$ cat src/hw/rtl/depq_pkg.sv
// ----------------------------------------------------------------------------
// depq_pkg
// shared types, constants and helpers for the double-ended priority queue
// ----------------------------------------------------------------------------
package depq_pkg;

  localparam int CAPACITY       = 64;
  localparam int VALUE_BITS     = 32;
  localparam int FIELD_BITS     = 32;
  localparam int CNT_FIELD_BITS = 7;
  localparam int REQ_BITS       = 3;
  localparam int STATUS_BITS    = 2;
  localparam int IDX_BITS       = $clog2(CAPACITY);
  localparam int CNT_BITS       = $clog2(CAPACITY + 1);

  typedef logic signed [VALUE_BITS-1:0] value_t;
  typedef logic [CNT_BITS-1:0]          count_t;
  typedef logic [IDX_BITS-1:0]          idx_t;

  typedef enum logic [REQ_BITS-1:0] {
    REQ_INSERT  = 3'd0,
    REQ_POP_MIN = 3'd1,
    REQ_POP_MAX = 3'd2,
    REQ_ERASE   = 3'd3,
    REQ_COUNT   = 3'd4,
    REQ_CLEAR   = 3'd5
  } req_t;

  typedef enum logic [STATUS_BITS-1:0] {
    ST_OK        = 2'd0,
    ST_EMPTY     = 2'd1,
    ST_FULL      = 2'd2,
    ST_NOT_FOUND = 2'd3
  } status_t;

  // what every cell does this cycle
  typedef enum logic [1:0] {
    CELL_HOLD,
    CELL_INSERT,
    CELL_SHIFT_ALL,
    CELL_SHIFT_GE
  } cell_op_t;

  typedef struct packed {
    cell_op_t op;
    value_t   key;
  } cell_ctrl_t;

  // stored value to result field: zero-extend or truncate the raw bits
  function automatic logic [FIELD_BITS-1:0] to_field(value_t v);
    logic [FIELD_BITS+VALUE_BITS-1:0] w;
    w = {{FIELD_BITS{1'b0}}, v};
    return w[FIELD_BITS-1:0];
  endfunction

  // input field to stored value: low bits taken as a signed value
  function automatic value_t from_field(logic [FIELD_BITS-1:0] f);
    logic [FIELD_BITS+VALUE_BITS-1:0] w;
    w = {{VALUE_BITS{1'b0}}, f};
    return value_t'(w[VALUE_BITS-1:0]);
  endfunction

  function automatic logic [CNT_FIELD_BITS-1:0] to_cnt_field(count_t c);
    logic [CNT_FIELD_BITS+CNT_BITS-1:0] w;
    w = {{CNT_FIELD_BITS{1'b0}}, c};
    return w[CNT_FIELD_BITS-1:0];
  endfunction

endpackage

$ cat src/hw/rtl/depq_edge_enc.sv
// ----------------------------------------------------------------------------
// depq_edge_enc
// position of the first set bit of a thermometer vector (zeros then ones)
// ----------------------------------------------------------------------------
module depq_edge_enc (
  input  logic [depq_pkg::CAPACITY-1:0] flags,
  output depq_pkg::count_t              first
);

  logic [depq_pkg::CAPACITY-1:0] lower;
  logic [depq_pkg::CAPACITY-1:0] rise_bits;

  assign lower     = {flags[depq_pkg::CAPACITY-2:0], 1'b0};
  assign rise_bits = flags & ~lower;

  // at most one rise bit is set, so an or of the indexes encodes it
  always_comb begin
    first = '0;
    for (int i = 0; i < depq_pkg::CAPACITY; i++) begin
      if (rise_bits[i]) begin
        first = first | depq_pkg::count_t'(i);
      end
    end
    if (flags == '0) begin
      first = depq_pkg::count_t'(depq_pkg::CAPACITY);
    end
  end

endmodule

$ cat config.mk
export PLATFORM = sky130hd
export DESIGN_NAME = depq_edge_enc
export DESIGN_NICKNAME = d
export VERILOG_FILES = /design/src/hw/rtl/depq_pkg.sv /design/src/hw/rtl/depq_edge_enc.sv
export SDC_FILE = /design/constraint.sdc
export NUM_CORES = 1
export LEC_CHECK = 0
export ABC_CLOCK_PERIOD_IN_PS = 1500
export BUFFER_PORTS_ARGS = -buffer_cell sky130_fd_sc_hd__buf_2
export CAP_MARGIN = 20
export CORE_MARGIN = 4
export CORE_UTILIZATION = 38
export DETAILED_ROUTE_END_ITERATION = 12
export PLACE_DENSITY = 0.91
export SLEW_MARGIN = 20
export SYNTH_ARGS = -nofsm -noshare
export SYNTH_HDL_FRONTEND = slang
export SYNTH_SLANG_ARGS = --single-unit
$ cat constraint.sdc
create_clock -name vclk -period 1.5
set_input_delay 0.15 -clock vclk [all_inputs]
set_output_delay 0.15 -clock vclk [all_outputs]
set_load 0.01 [all_outputs]
==> Word-level counts from Yosys, hierarchy flattened <==
Cells that the tools add are included.
{ "word_totals": {"register_bits": 0, "latch_bits": 0, "ramBits": 0, "rom_bits": 0, "in_bits": 64, "output_inout_bits": 7, "word_cells": 67, "memories": 0} }
{ "classes": {"n_addsub": 0, "n_mul": 0, "div_mod_pow": 0, "order_cmp": 0, "eq_ne": 0, "shift": 0, "muxes": 64, "bitwise": 2, "n_reduce_logical": 1} }
{ "op_table": {"columns": ["cell", "n"], "rows": [
  ["2-to-1 mux 6 bit", 32],
  ["2-to-1 mux 5 bit", 16],
  ["bitwise AND 64 bit", 1],
  ["logical NOT 64 bit", 1],
  ["NOT 64 bit", 1],
  ["2-to-1 mux 4 bit", 8],
  ["2-to-1 mux 3 bit", 4],
  ["2-to-1 mux 7 bit", 1],
  ["2-to-1 mux 2 bit", 2],
  ["2-to-1 mux 1 bit", 1]
]} }

==> Longest topological paths before layout <==
{ "logic_depth": {"ltp_word": 66, "mapped_depth": 4, "mapped_depth_nobuf": 4} }

==> Worst setup path before layout <==
No wires, ideal clock.
{ "synth_timing": {"path_type": "input port to output port", "from": "in flags[59] (netlist name)", "to": "out first[5]", "t_arrival_ns": 1.496, "t_required_ns": 1.350, "setup_slack_ns": -0.146, "stages": 4, "n_path_buf": 0, "cell_sequence": "or2_4 -> a22oi_2 -> or4b_1 -> or4_1"} }
{ "synth_between": {"elab_chain_len": 7, "word_cells_on_any_way": 9, "cone_classes": "mux: 6; bitwise: 2; reduce/logical: 1"} }
{ "synth_lines": {"columns": ["item", "line_no", "source"], "rows": [
  ["start: declaration", "depq_edge_enc.sv:6", "input logic [depq_pkg::CAPACITY-1:0] flags,"],
  ["bitwise AND 64 bit / NOT 64 bit (equally long branches)", "depq_edge_enc.sv:14", "assign rise_bits = flags & ~lower;"],
  ["2-to-1 mux 6 bit / bitwise AND 64 bit (equally long branches)", "depq_edge_enc.sv:20, depq_edge_enc.sv:14", null],
  ["2-to-1 mux 6 bit (4 in a row)", "depq_edge_enc.sv:20", "if (rise_bits[i]) begin"],
  ["2-to-1 mux 7 bit *", "depq_edge_enc.sv:24", "if (flags == '0) begin"],
  ["end: declaration", "depq_edge_enc.sv:7", "output depq_pkg::count_t first"]
]} }
Mark *: on every way between the ends. The rest lies on a longest branch, timed or not.

==> Worst setup path after layout <==
Same ends and word-level chain as after synthesis.

==> impl_results.md <==
- Outcome: finished with violations
- Failing checks: negative setup slack
- Hpwl dp: 3950 um
- Yosys top cell by area: nand2b_1
- Slowest CP cell: or4b_1
- Count of final hold-check violations: 0
- Final Instance Count excl. Fillers: 295
- Most frequent cells in the layout: buf_2, buf_4, inv_1
- Leakage: 0.899 nW
- Synth top area share: 11.5%
- Data arrival, critical path: 1720 ps
- Pint: 0.249 mW
- Fin util: 82.8%
- P_sw: approximately 0.23 mW
- Setup TNS: -1060 ps
- Yosys cell types: 37
- Worst path required time: 1350 ps
- Synth Net Count: 210
- Wire per inst: 19.0 um
- Worst Tran Pin Value: 467 ps
- Iter 0 DRT Violations: 188
- Fill cells: about 130
- Register area share after synthesis: 0%
- Power Density: 266 mW/mm^2
- Global route overflow: 0
- DRC: 0
- Final Total Pwr: 0.483 mW
- Post-route ant nets: 0
- Relative slew slack: 68.5%
- Final Max Slew Viols: 0
- Initial Utilization: 39.8%
- Fmax: 536 MHz
- Final Cell Area: 0.00181 mm^2
- DRT Pass-1 Iters: 9
- First-pass GRT wire length: 7960 um
- Power share of the clock group: 0%
- Mean Syn Cell Area: between 5 and 6 um^2
- Peak supply drop: 0.189 mV
- Total track usage: 30.5%
- RSZ-0062 raised after global routing: yes
- Placed Instances: 291
- Cell area after synthesis: 872 um^2
- Critical Path Sink Type: output port
- FF/Latch Area: 0 um^2
- Hold path depth: 4
- Multi-input gate area: 916 um^2
- Final WS setup: -366 ps
- Switching share of power: 48.4%
- Die Ht: 55.9 um
- # rows: 17
- GP Congestion: 1.07
- Most common cell after layout, fill and taps aside: buf_2
- Placed cell areas: between 0.0015 and 0.002 mm^2
- Initial antenna violation count: 0
- Sequential cells: 0
- Min Tclk post-route: approximately 1900 ps
- CP max FO: 2
- Final net count: 333
- Final hold slack: around 700 ps
- Pre-CTS setup slack: -354 ps
- Gate power share: 100.0%
- Top post-synthesis cells by area: nand2b_1, nor4_1, inv_1, nand4_1, nor2b_1
- WL final: about 5600 um
- Period Utilization, post-route: 124%
- Reg power frac: 0%
- Critical path's most frequent cell: buf_6
- Routed via count: 1903
- Post-Syn Instances: 146
- Synth warn: 0
- CTS Hold Bufs: 0
- Share of layout cells above drive strength 1: 55.4%
- Slowest cell delay on critical path: between 400 and 500 ps
- Critical path, cell by cell: buf_6, or2_4, a22oi_2, or4b_1, or4_4, buf_6
- Layout overhead on the synthesized area: 108%
- Largest net degree at the start of global routing: 5
- Top Ports: 71
- Tightest Hold Check Type: input pin to output port
- # clk buffers: 0
- Vias in the first global route: 1781
- Diodes inserted: 0
- Crit path launch type: input pin
- PortBufs: 71
- Via density: 6.45
- Total Die Area: approximately 0.0031 mm^2
- Die X: 55.9 um
- Max-cap viol count: 0
- Worst setup path class: input pin to output port
- Final setup violation count: 6
- CORE AREA: 0.00219 mm^2
[kinds of logic after synthesis]
kind of cell | synth area share (%)
muxes | 2.44
and+or+nand+nor | 64.4
buffers and inverters | 8.18
AOI/OAI and AO/OA | 25.0
[worst paths after layout]
path  startpoint        to
max    flags[59]  first[5]
min    flags[61]  first[0]
[synth_stat cells]
| cell | number |
|---|---|
| a2111oi_0 | 2 |
| a21boi_0 | 1 |
| a21oi_1 | 8 |
| a221o_1 | 1 |
| a22oi_1 | 4 |
| a22oi_2 | 1 |
| a2bb2oi_1 | 1 |
| and2_0 | 1 |
| and2_1 | 1 |
| and2b_1 | 1 |
| and3_1 | 1 |
| inv_1 | 19 |
| mux2_2 | 1 |
| mux2i_1 | 1 |
| nand2_1 | 9 |
| nand2b_1 | 16 |
| nand3_1 | 4 |
| nand4_1 | 7 |
| nand4b_1 | 3 |
| nand4bb_1 | 1 |
| nor2_1 | 10 |
| nor2b_1 | 7 |
| nor3_1 | 5 |
| nor3b_1 | 1 |
| nor4_1 | 12 |
| nor4b_1 | 1 |
| nor4bb_1 | 1 |
| o2111a_1 | 1 |
| o2111ai_1 | 3 |
| o21ai_0 | 3 |
| o21bai_1 | 1 |
| o22ai_1 | 5 |
| or2_1 | 2 |
| or2_2 | 5 |
| or2_4 | 1 |
| or4_1 | 4 |
| or4b_1 | 1 |
[area by class of cell]
type / count / area share (%)
Inverter: 19 / 3.93
Tap cell: 28 / 1.93
Multi-Input combinational cell: 127 / 50.5
Timing Repair Buffer: 121 / 43.6
[worst max-delay path, delay by kind of cell]
family,cells,cell delay [ps]
buf+inv,2,230
compound gates,1,210
simple gates,3,1130
[power by group through the flow]
stage | Clock (mW) | Combinational [mW] | Sequential (mW)
after detailed placement | 0 | 0.394 | 0
after CTS | 0 | 0.419 | 0
after global placement | 0 | 0.380 | 0
final | 0 | 0.483 | 0
after floorplan | 0 | 0.138 | 0
after global routing | 0 | 0.505 | 0
[timing repair]
| item | CTS | global route |
|---|---|---|
| hold endpoints to repair | 0 | 0 |
| endpoints found under the setup margin | 6 | 7 |
| setup buffers | 5 | 1 |
| resized for setup | 20 | 15 |
| pin swaps | 10 | 6 |
[per-layer routing]
metal / wire length [um] / vias up / global-route usage (%)
li1: - / 794 / -
met4: 452 / 0 / 13.9
met1: 1820 / 835 / 34.2
met5: 0 / - / 0
met3: 720 / 68 / 5.34
met2: 2610 / 206 / 55.4
(Power assumes the default switching activity.)
