**config.mk**
```make
export PLATFORM = sky130hd
export DESIGN_NAME = depq_cell
export DESIGN_NICKNAME = d
export VERILOG_FILES = /design/src/hw/rtl/depq_pkg.sv /design/src/hw/rtl/depq_cell.sv
export SDC_FILE = /design/constraint.sdc
export NUM_CORES = 1
export LEC_CHECK = 0
export ABC_CLOCK_PERIOD_IN_PS = 3670
export BUFFER_PORTS_ARGS = -buffer_cell sky130_fd_sc_hd__buf_4
export CAP_MARGIN = 25
export CORE_MARGIN = 2
export CORE_UTILIZATION = 40
export CTS_BUF_LIST = sky130_fd_sc_hd__clkbuf_4
export DETAILED_ROUTE_END_ITERATION = 10
export GPL_TIMING_DRIVEN = 0
export PLACE_DENSITY_LB_ADDON = 0.15
export SETUP_SLACK_MARGIN = 0.5
export SLEW_MARGIN = 20
export SYNTH_ARGS = -nofsm -noshare
export SYNTH_HDL_FRONTEND = slang
export SYNTH_SLANG_ARGS = --single-unit
```
**constraint.sdc**
```tcl
create_clock -name clk -period 3.67 [get_ports clk]
set_clock_uncertainty 0.15 [all_clocks]
set_input_delay 0.1835 -clock clk [delete_from_list [all_inputs] [get_ports clk]]
set_output_delay 0.1835 -clock clk [all_outputs]
set_load 0.01 [all_outputs]
```
**src/hw/rtl/depq_pkg.sv**
```systemverilog
// ----------------------------------------------------------------------------
// depq_pkg
// shared types, constants and helpers for the double-ended priority queue
// ----------------------------------------------------------------------------
package depq_pkg;

  localparam int CAPACITY       = 64;
  localparam int VALUE_BITS     = 32;
  localparam int FIELD_BITS     = 32;
  localparam int CNT_FIELD_BITS = 7;
  localparam int REQ_BITS       = 3;
  localparam int STATUS_BITS    = 2;
  localparam int IDX_BITS       = $clog2(CAPACITY);
  localparam int CNT_BITS       = $clog2(CAPACITY + 1);

  typedef logic signed [VALUE_BITS-1:0] value_t;
  typedef logic [CNT_BITS-1:0]          count_t;
  typedef logic [IDX_BITS-1:0]          idx_t;

  typedef enum logic [REQ_BITS-1:0] {
    REQ_INSERT  = 3'd0,
    REQ_POP_MIN = 3'd1,
    REQ_POP_MAX = 3'd2,
    REQ_ERASE   = 3'd3,
    REQ_COUNT   = 3'd4,
    REQ_CLEAR   = 3'd5
  } req_t;

  typedef enum logic [STATUS_BITS-1:0] {
    ST_OK        = 2'd0,
    ST_EMPTY     = 2'd1,
    ST_FULL      = 2'd2,
    ST_NOT_FOUND = 2'd3
  } status_t;

  // what every cell does this cycle
  typedef enum logic [1:0] {
    CELL_HOLD,
    CELL_INSERT,
    CELL_SHIFT_ALL,
    CELL_SHIFT_GE
  } cell_op_t;

  typedef struct packed {
    cell_op_t op;
    value_t   key;
  } cell_ctrl_t;

  // stored value to result field: zero-extend or truncate the raw bits
  function automatic logic [FIELD_BITS-1:0] to_field(value_t v);
    logic [FIELD_BITS+VALUE_BITS-1:0] w;
    w = {{FIELD_BITS{1'b0}}, v};
    return w[FIELD_BITS-1:0];
  endfunction

  // input field to stored value: low bits taken as a signed value
  function automatic value_t from_field(logic [FIELD_BITS-1:0] f);
    logic [FIELD_BITS+VALUE_BITS-1:0] w;
    w = {{VALUE_BITS{1'b0}}, f};
    return value_t'(w[VALUE_BITS-1:0]);
  endfunction

  function automatic logic [CNT_FIELD_BITS-1:0] to_cnt_field(count_t c);
    logic [CNT_FIELD_BITS+CNT_BITS-1:0] w;
    w = {{CNT_FIELD_BITS{1'b0}}, c};
    return w[CNT_FIELD_BITS-1:0];
  endfunction

endpackage

```
**src/hw/rtl/depq_cell.sv**
```systemverilog
// ----------------------------------------------------------------------------
// depq_cell
// one slot of the sorted row: holds a value, compares it with the key and
// takes its own, its neighbor's or the key's value each cycle
// ----------------------------------------------------------------------------
module depq_cell (
  input  logic                   clk,
  input  depq_pkg::cell_ctrl_t   ctrl,
  input  logic                   valid,
  input  depq_pkg::value_t       left_value,
  input  logic                   left_gt,
  input  depq_pkg::value_t       right_value,
  output depq_pkg::value_t       value,
  output logic                   gt,
  output logic                   ge
);

  depq_pkg::value_t value_next;

  // empty slots count as larger than any key
  assign gt = !valid || ($signed(value) >  $signed(ctrl.key));
  assign ge = !valid || ($signed(value) >= $signed(ctrl.key));

  always_comb begin
    value_next = value;
    unique case (ctrl.op)
      depq_pkg::CELL_INSERT: begin
        if (left_gt) begin
          value_next = left_value;
        end else if (gt) begin
          value_next = ctrl.key;
        end
      end
      depq_pkg::CELL_SHIFT_ALL: value_next = right_value;
      depq_pkg::CELL_SHIFT_GE: begin
        if (ge) begin
          value_next = right_value;
        end
      end
      default: value_next = value;
    endcase
  end

  always_ff @(posedge clk) begin
    value <= value_next;
  end

endmodule

```
Word level (Yosys, flattened, before mapping) --
Cells that the tools add are included.
Storage, ports and cells: register bits after elaboration 32, bits of input ports 101, output and inout bits 34
Operators by class: magnitude comparators 2, equal/unequal tests 5, multiplexer cells 4, reductions and logical operators 5
Operators by type and width (count):
- 32-bit two-way mux | 3
- 32-bit one-hot mux with 3 select lines | 1
- 32-bit greater-or-equal comparator | 1
- 32-bit > comparator | 1
- 2-bit == test (second input constant) | 2
- 3-bit != test (second input constant) | 1
- 3-bit AND reduction | 1
- 3-bit nonzero test | 1
- 2-bit by 1-bit == test with 1-bit output (second input constant) | 1
- 1-bit logical OR | 2
- 2-bit != test (second input constant) | 1
- 1-bit logical NOT | 1

Depth between registers and ports, before layout --
word-level depth 5, mapped depth 9, mapped depth without buffers 9

Worst setup path before layout --
Ideal clock, no wire load.
kind reg-to-reg, start point register value[30], end point register value[0] (enable), library setup time 0.421 ns, arrival time 3.074 ns, required time 3.099 ns, path slack 0.025 ns, cell stages (with the launch flop) 8, cell sequence edfxtp_1 > ha_1 > nand3_1 > or4_1 > nor2_1 > a221oi_2 > a21boi_1 > nor2_1
On the way: word-level cells in the longest chain between the ends 4, elaborated cells between the ends (all ways) 7, classes of those cells order compare: 2; eq/ne: 2; reduce/logical: 3
RTL lines:
- from (decl) | line depq_cell.sv:13 | output depq_pkg::value_t value,
- from (signal assigned) | line depq_cell.sv:45 | value <= value_next;
- 32-bit > comparator or 32-bit greater-or-equal comparator (tied branches) | line depq_cell.sv:21, depq_cell.sv:22
- 1-bit logical OR, on equally long branches | line depq_cell.sv:21, depq_cell.sv:22
- 3-bit != test (no source line) or 2-bit != test (tied branches)
- 3-bit AND reduction (no source line) (*)
Mark *: on every way between the ends. The rest lies on a longest branch, timed or not. A chain may end at the register's enable or synchronous reset.

Worst setup path after layout --
start point register value[7], end point register value[8] (enable)
Same word-level chain as after synthesis.

==> summary.md <==
| Metric | Value |
|---|---|
| Synth cell types | `30` |
| Dpl hpwl | `5800 um` |
| Gr ovfl total | `0` |
| Sequential area share after synthesis | `38.7%` |
| Die area | `6850 um^2` |
| Switching power | `0.360 mW` |
| GRT Util Overall | `22.6%` |
| Number of max-cap violations | `0` |
| Net Count, Synth | `398` |
| Min cycle time layout | `3.04 ns` |
| RD Place Congestion | `0.758` |
| WHS Endpoint | `value[13]$_DFFE_PP_` |
| Final #Nets | `570` |
| Hold depth | `3` |
| First-pass GRT wire length | `11600 um` |
| Total power | `1.15 mW` |
| Int Pwr | `0.789 mW` |
| Switching Fraction | `31.3%` |
| Clock net sink count | `32` |
| H-tree depth | `2` |
| Final hold violation count | `0` |
| Critical path capture point type | `flop` |
| Ys Warns | `0` |
| Chip height | `82.8 um` |
| Maximum VDD drop | `0.183 mV` |
| Power share of the clock group | `19.0%` |
| Layout cell share with drive strength beyond 1 | `34.0%` |
| Post-Route Setup TNS | `0 ns` |
| Worst-path clk slew | `0.11 ns` |
| Synth Cell Area | `2480 um^2` |
| Worst hold path type | `in2reg` |
| Slew margin rel. | `47.0%` |
| Setup violations, final | `0` |
| CTS buffer count | `5` |
| Largest net degree at the start of global routing | `23` |
| Initial antenna violation count | `0` |
| PortBufs | `132` |
| P_leak | `2.02 nW` |
| Final core occ | `67.3%` |
| Total number of vias | `2592` |
| Startpoint Class | `flop` |
| Number of synthesized register bits | `32` |
| Wire per inst | `15.1 um` |
| I/O pins | `135` |
| RSZ-0062 raised after global routing | `false` |
| Core area | `5960 um^2` |
| Crit path DAT | `2.99 ns` |
| Register-to-Register Path Depth | `9` |
| Largest Register | `value` |
| # DRC | `0` |
| DR vias/cell | `5.05` |
| Die Wd | `82.8 um` |
| Worst-margin pin slew | `0.795 ns` |
| Root Buffer | `clkbuf_4` |
| Flop pwr share | `42.3%` |
| Logic gate share of total power | `38.6%` |
| Pwr dens | `287 nW/um^2` |
| Biggest regs | `value (32)` |
| Antenna cell count | `0` |
| Startpoint of the worst hold path | `left_value[13]` |
| Critical path required time | `3.62 ns` |
| Clock buffer depth | `2` |
| Worst r2r src | `value[7]$_DFFE_PP_` |
| Detailed Route WL | `7760 um` |
| Mapped Cells | `265` |
| Fmax | `329 MHz` |
| Detailed Route Iter0 Violations | `120` |
| Initial Utilization | `41.7%` |
| P&R area growth vs syn | `61.5%` |
| R2r endpoint | `value[8]$_DFFE_PP_` |
| Clk Latency, worst-skew pair | `0.33 ns` |
| Final worst-path cycle share | `82.9%` |
| FF-to-FF setup slack | `0.63 ns` |
| Final-report max-slew violation count | `0` |
| Placement Rows | `28` |
| CTS tree | `yes` |
| Antenna viol nets, final | `0` |
| Most frequent cells in the layout | `buf_4, nand2_1, inv_1, o21ai_0` |
| Avg Inst Size Synth | `9.36 um^2` |
| Drt pass-1 iters | `4` |
| Most common cell after layout, fill and taps aside | `buf_4` |
| Max reg flops | `32` |
| Critical setup path kind | `reg2reg` |
| Status | `completed` |
| Worst Path Max Fanout | `22` |
| Vias in the first global route | `2554` |
synth_stat cells:
cell type  number  share of area (%)
a21oi_1        11                2.2
o21ai_1         1               0.20
buf_1           1               0.15
clkbuf_1        8                1.2
nor2b_1         1               0.25
inv_1          34                5.1
a2111oi_0       1               0.35
nand2b_1        1               0.25
a21boi_1        1               0.30
o22ai_1         1               0.25
a21o_1          3               0.91
nand3_1         7                1.4
o21ai_0        35                7.1
edfxtp_1       32                 39
a221oi_2        1               0.60
nor2_1          4               0.60
a31oi_1         1               0.25
o211ai_1        1               0.30
nand2_1        39                5.9
or3_1           1               0.25
nor3_1          1               0.20
ha_1           32                 16
a21oi_2         2               0.71
nand4_1         7                1.8
or4_1           1               0.30
mux2i_1        32                 13
a221o_1         1               0.40
o21bai_1        1               0.30
buf_2           2               0.40
nor4_1          2               0.50
per-stage QoR:
stage	hold slack, ns	area, um^2	std cells	setup WS (ns)
finish	0.0570	4010	513	0.628
global route	0.0519	4010	513	0.508
CTS	0.0440	3980	513	0.542
detailed placement	0.318	3600	473	0.577
global placement	0.311	3570	472	0.0383
floorplan	0.225	2480	265	0.559
layout make-up:
class | instances | area, um^2
Timing Repair Buffer | 165 | 1340
Clock buffer | 7 | 52.6
Sequential cell | 32 | 961
Inverter | 34 | 128
Tap cell | 75 | 93.8
Multi-Input combinational cell | 188 | 1390
Clock inverter | 1 | 3.75
Fill cell | 498 | 1950
Buffer | 11 | 43.8
worst max path at each step:
stage	start	end	slack, ns	cells after the start
2_1_floorplan	value[30]$_DFFE_PP_	value[0]$_DFFE_PP_	0.56	7
3_3_place_gp	value[30]$_DFFE_PP_	value[12]$_DFFE_PP_	0.04	7
3_5_place_dp	value[7]$_DFFE_PP_	value[13]$_DFFE_PP_	0.58	9
4_1_cts	value[7]$_DFFE_PP_	value[3]$_DFFE_PP_	0.54	9
5_1_grt	value[15]$_DFFE_PP_	value[0]$_DFFE_PP_	0.51	9
6_report	value[7]$_DFFE_PP_	value[8]$_DFFE_PP_	0.63	9
cell families after synthesis:
family,share of synthesized area (%)
flops,38.7
buf+inv,6.91
fa+ha+maj,16.1
mux,12.9
simple gates,11.4
compound gates,13.9
power groups by stage:
stage	Sequential, mW	Clock [mW]	Combinational [mW]
3_3_place_gp	0.492	0	0.391
6_report	0.486	0.218	0.444
2_1_floorplan	0.512	0	0.172
3_5_place_dp	0.493	0	0.410
4_1_cts	0.485	0.224	0.439
5_1_grt	0.492	0.242	0.492
layer usage:
metal	routed length, um	vias up	share of wire (%)	GRT usage, %
met3	559	8	7.2	6.30
met4	78	0	1.0	6.56
met2	3990	88	51	41.0
li1	-	1292	-	-
met1	3130	1204	40	25.7
met5	0	-	0	0
worst max-delay path, stage by stage, from the launching register on:
cell and delay [ns]:
edfxtp_1 0.45, ha_4 0.28, a21oi_2 0.14, o21ai_1 0.11, a221o_1 0.36, or3_1 0.41
a221oi_2 0.32, a21boi_2 0.26, nor2_4 0.12, buf_16 0.20
what timing repair did:
action / CTS / global route
setup buffers: 0 / 0
resized for setup: 0 / 4
hold buffers: 32 / 0
endpoints found under the hold margin: 32 / 0
setup endpoints to repair: 0 / 24
No activity file was read; power rests on OpenSTA's default activity.
